[config.mk]
export PLATFORM = sky130hd
export DESIGN_NAME = hmq_heap_ram
export DESIGN_NICKNAME = d
export VERILOG_FILES = /design/src/hdl/assert_macros.svh /design/src/hdl/hmq_heap_ram.sv
export SDC_FILE = /design/constraint.sdc
export NUM_CORES = 2
export LEC_CHECK = 0
export BUFFER_PORTS_ARGS = -buffer_cell sky130_fd_sc_hd__buf_2
export CAP_MARGIN = 20
export CORE_ASPECT_RATIO = 0.75
export CORE_UTILIZATION = 50
export CTS_BUF_LIST = sky130_fd_sc_hd__clkbuf_4 sky130_fd_sc_hd__clkbuf_8
export DETAILED_ROUTE_END_ITERATION = 8
export HOLD_SLACK_MARGIN = 0.06
export PLACE_DENSITY_LB_ADDON = 0.05
export SYNTH_ARGS = -nofsm -noshare
export SYNTH_HDL_FRONTEND = slang
export SYNTH_SLANG_ARGS = --single-unit
[constraint.sdc]
create_clock -name clk -period 5.7 [get_ports clk]
set_input_delay 1.425 -clock clk [delete_from_list [all_inputs] [get_ports clk]]
set_output_delay 1.425 -clock clk [all_outputs]
set_load 0.05 [all_outputs]
[src/hdl/assert_macros.svh]
// assertion macros used by indexed_min_heap_queue
// depends on signals named clk and rst in the module that uses them
`ifndef ASSERT_MACROS_SVH
`define ASSERT_MACROS_SVH
`ifndef NO_ASSERTIONS
`define HMQ_ASSERT(lbl, prop, msg) \
  lbl: assert property (@(posedge clk) disable iff (rst) (prop)) else $error(msg);
`define HMQ_ASSERT_IMP(lbl, ante, cons, msg) \
  lbl: assert property (@(posedge clk) disable iff (rst) (ante) |-> (cons)) else $error(msg);
`else
`define HMQ_ASSERT(lbl, prop, msg)
`define HMQ_ASSERT_IMP(lbl, ante, cons, msg)
`endif
`endif

[src/hdl/hmq_heap_ram.sv]
// heap slot memory: one write port, two registered read ports
// no dependencies
module hmq_heap_ram #(
  parameter int DEPTH = 64,
  parameter int WIDTH = 38,
  parameter int AW    = 6
) (
  input  logic             clk,
  input  logic             we,
  input  logic [AW-1:0]    wa,
  input  logic [WIDTH-1:0] wd,
  input  logic [AW-1:0]    ra0,
  input  logic [AW-1:0]    ra1,
  output logic [WIDTH-1:0] rd0,
  output logic [WIDTH-1:0] rd1
);
  logic [WIDTH-1:0] mem [DEPTH];

  always_ff @(posedge clk) begin
    if (we) begin
      mem[wa] <= wd;
    end
    rd0 <= mem[ra0];
    rd1 <= mem[ra1];
  end
endmodule

==> metrics.txt <==
area share of and/or/nand/nor cells after synthesis 0.0119; final RePlAce weighted congestion 0.850; Die X 552 um; CP Class flip-flop to primary output; worst-case vdd ir drop 0.241 mV; Final Cycle Share 0.650; vias in the first global route 62800; synthesized flop and latch total 2508; post-cts hold buffer count 0; first-pass GRT wire length 531000 um; Slew @ Worst Pin 1.18 ns; Netlist cell types 38; Cells after DPL 8073; most common cell after layout, fill and taps aside edfxtp_1; HPWL after DPL 229000 um; Slew Limit Fails 0; Core Box Area 226000 sq um; Final nets 5563; crit-path cells buf_2; Reg2Reg Setup Slack 3.43 ns; Worst EP required 4.28 ns; Synth Area in Adders 0; clock sinks 2508; top-area cell type share of the netlist area 0.643; Clk pin slew, worst setup/hold paths 0.06 ns; die area 229000 sq um; layout cells sized above 1 0.449; 1st-pass router iterations 8; total CTS buffers 394; leading cell types in the layout, fill and taps excluded edfxtp_1 (2432), mux4_2 (1415), clkbuf_8 (435); initial DRC count 9542; clk root buf clkbuf_8; worst skew pair latency 1.02 ns; leakage power 40.5 nW; # resized after CTS 0; crit end category primary output; largest family of logic cells by synthesized area multiplexers; buffers and inverters on the worst path 1; setup ws final 2.00 ns; Max FO, Critical Path 1; Worst R2R End rd1[6]; cells on worst reg2reg path 5; CTS H-Tree Depth 5; Die Y 415 um; hold path depth 1; Fmax 270 MHz; Min Clock Period, post-route 3.70 ns; overall routed net length 387000 um; Worst Path Arrival 2.28 ns; DRT antenna net count 0; pin count of the biggest net entering global routing 78; port bufs 133; IO Pins 134; Hold EP mem[5][29]; CTS Buffer Depth 4; Seq/Total Area, Yosys 0.657; Vias/cell 7.14; Post-Syn Area per Cell 22.4 sq um; Largest delay share family, worst path flip-flops; Pwr Density 311 nW/um^2; cell area after synthesis 114000 sq um; post-route setup TNS 0 ns; XOR/XNOR share of the synthesized area 0; Hold Startpoint wd[29]; Total GRT Usage 0.341; Tot Pwr 39.9 mW; fin cells 8847; Setup violations, final 0; Synth warnings 0; Worst Skew 0.0530 ns; Synth area leader edfxtp_1; startpoint type of the worst setup path flip-flop; slowest stage cell, crit path dfxtp_1; worst min path class input pin to flip-flop; worst reg2reg path startpoint mem[14][6]; DR vias 63200; Max-slew headroom 0.206; DR DRC count 0; # Post-CTS Setup Buffers 0; critical path's largest stage delay 0.82 ns; final hold violations 0; Rows 151; Syn Nets 5134; gr ovfl total 0; RSZ-0062 raised after global routing no; mux contribution to synthesized area 0.299; Area Overhead vs Synth 13.1%; Syn Inst Count 5076; Place WS 1.28 ns; post-synthesis compound-gate area fraction 0.0154; status complete, no violations; initial antenna violation count 57; DR WL/cell 43.7 um; TritonCTS clock tree done; Synth area leaders edfxtp_1 (64%), mux4_2 (28%), mux2i_1 (1.4%); Initial Util 0.503; max-cap violation count 0
-- cell families after synthesis --
family	after synthesis
buf+inv	406
flops	2508
compound gates	247
simple gates	298
mux	1617
-- how the worst max path moves through the flow --
stage,from,end,slack [ns],cells after the start
global placement,ra1[0],rd1[23],1.25,8
finish,rd0[10],rd0[10],2.00,1
global route,rd0[10],rd0[10],1.94,1
floorplan,wa[3],mem[48][0],0.67,4
detailed placement,ra1[0],rd1[21],1.28,8
CTS,rd0[10],rd0[10],1.97,1
-- metal layers --
layer,up-vias,global-route usage,wire length [um]
li1,23500,-,-
met3,767,0.0907,44000
met1,34600,0.482,150000
met2,4323,0.510,176000
met5,-,0,60
met4,10,0.132,16300
-- Yosys cell counts (all sizes together) --
library cell and n:
edfxtp 2432, mux4 1415, buf 253, mux2i 159
clkbuf 152, nand2 119, a22oi 86, nor2 80
dfxtp 76, a211oi 47, nor2b 47, a21oi 45
mux2 43, o211ai 41, nand3 22, nand2b 15
o22ai 11, nand3b 4, o21ai 4, o221a 4
a221o 2, a22o 2, and2 2, nand4 2
nor3 2, or3b 2, a211o 1, a31o 1
inv 1, nand4b 1, o2111ai 1, o221ai 1
o311ai 1, or2 1, or3 1
-- sequential cells by signal, indices dropped and copies added, names as in the netlist --
name and flops:
rd1 38, rd0 38, mem 2432
-- stage by stage --
stage	cell area [sq um]	utilization	hold slack (ns)
final	128000	0.569	0.722
after global routing	128000	0.569	0.629
after CTS	128000	0.567	0.861
after detailed placement	120000	0.531	0.845
after global placement	120000	0.531	0.853
after floorplan	114000	-	0.799
-- area by class of cell --
class                           count  area (sq um)
Sequential cell                  2508         74600
Fill cell                       16500         97400
Timing Repair Buffer              438          4400
Clock buffer                      576          7050
Inverter                            1          3.75
Antenna cell                       34          85.1
Tap cell                         2983          3730
Multi-Input combinational cell   2162         37600
Clock inverter                    145          1020
-- report_power, final --
part	internal, mW	total [mW]	leakage [nW]	switching, mW
Clock	8.59	15.8	4.28	7.21
Sequential	20.4	20.7	22.5	0.244
Combinational	1.43	3.48	13.7	2.05
Power figures use the tool's default switching activity.
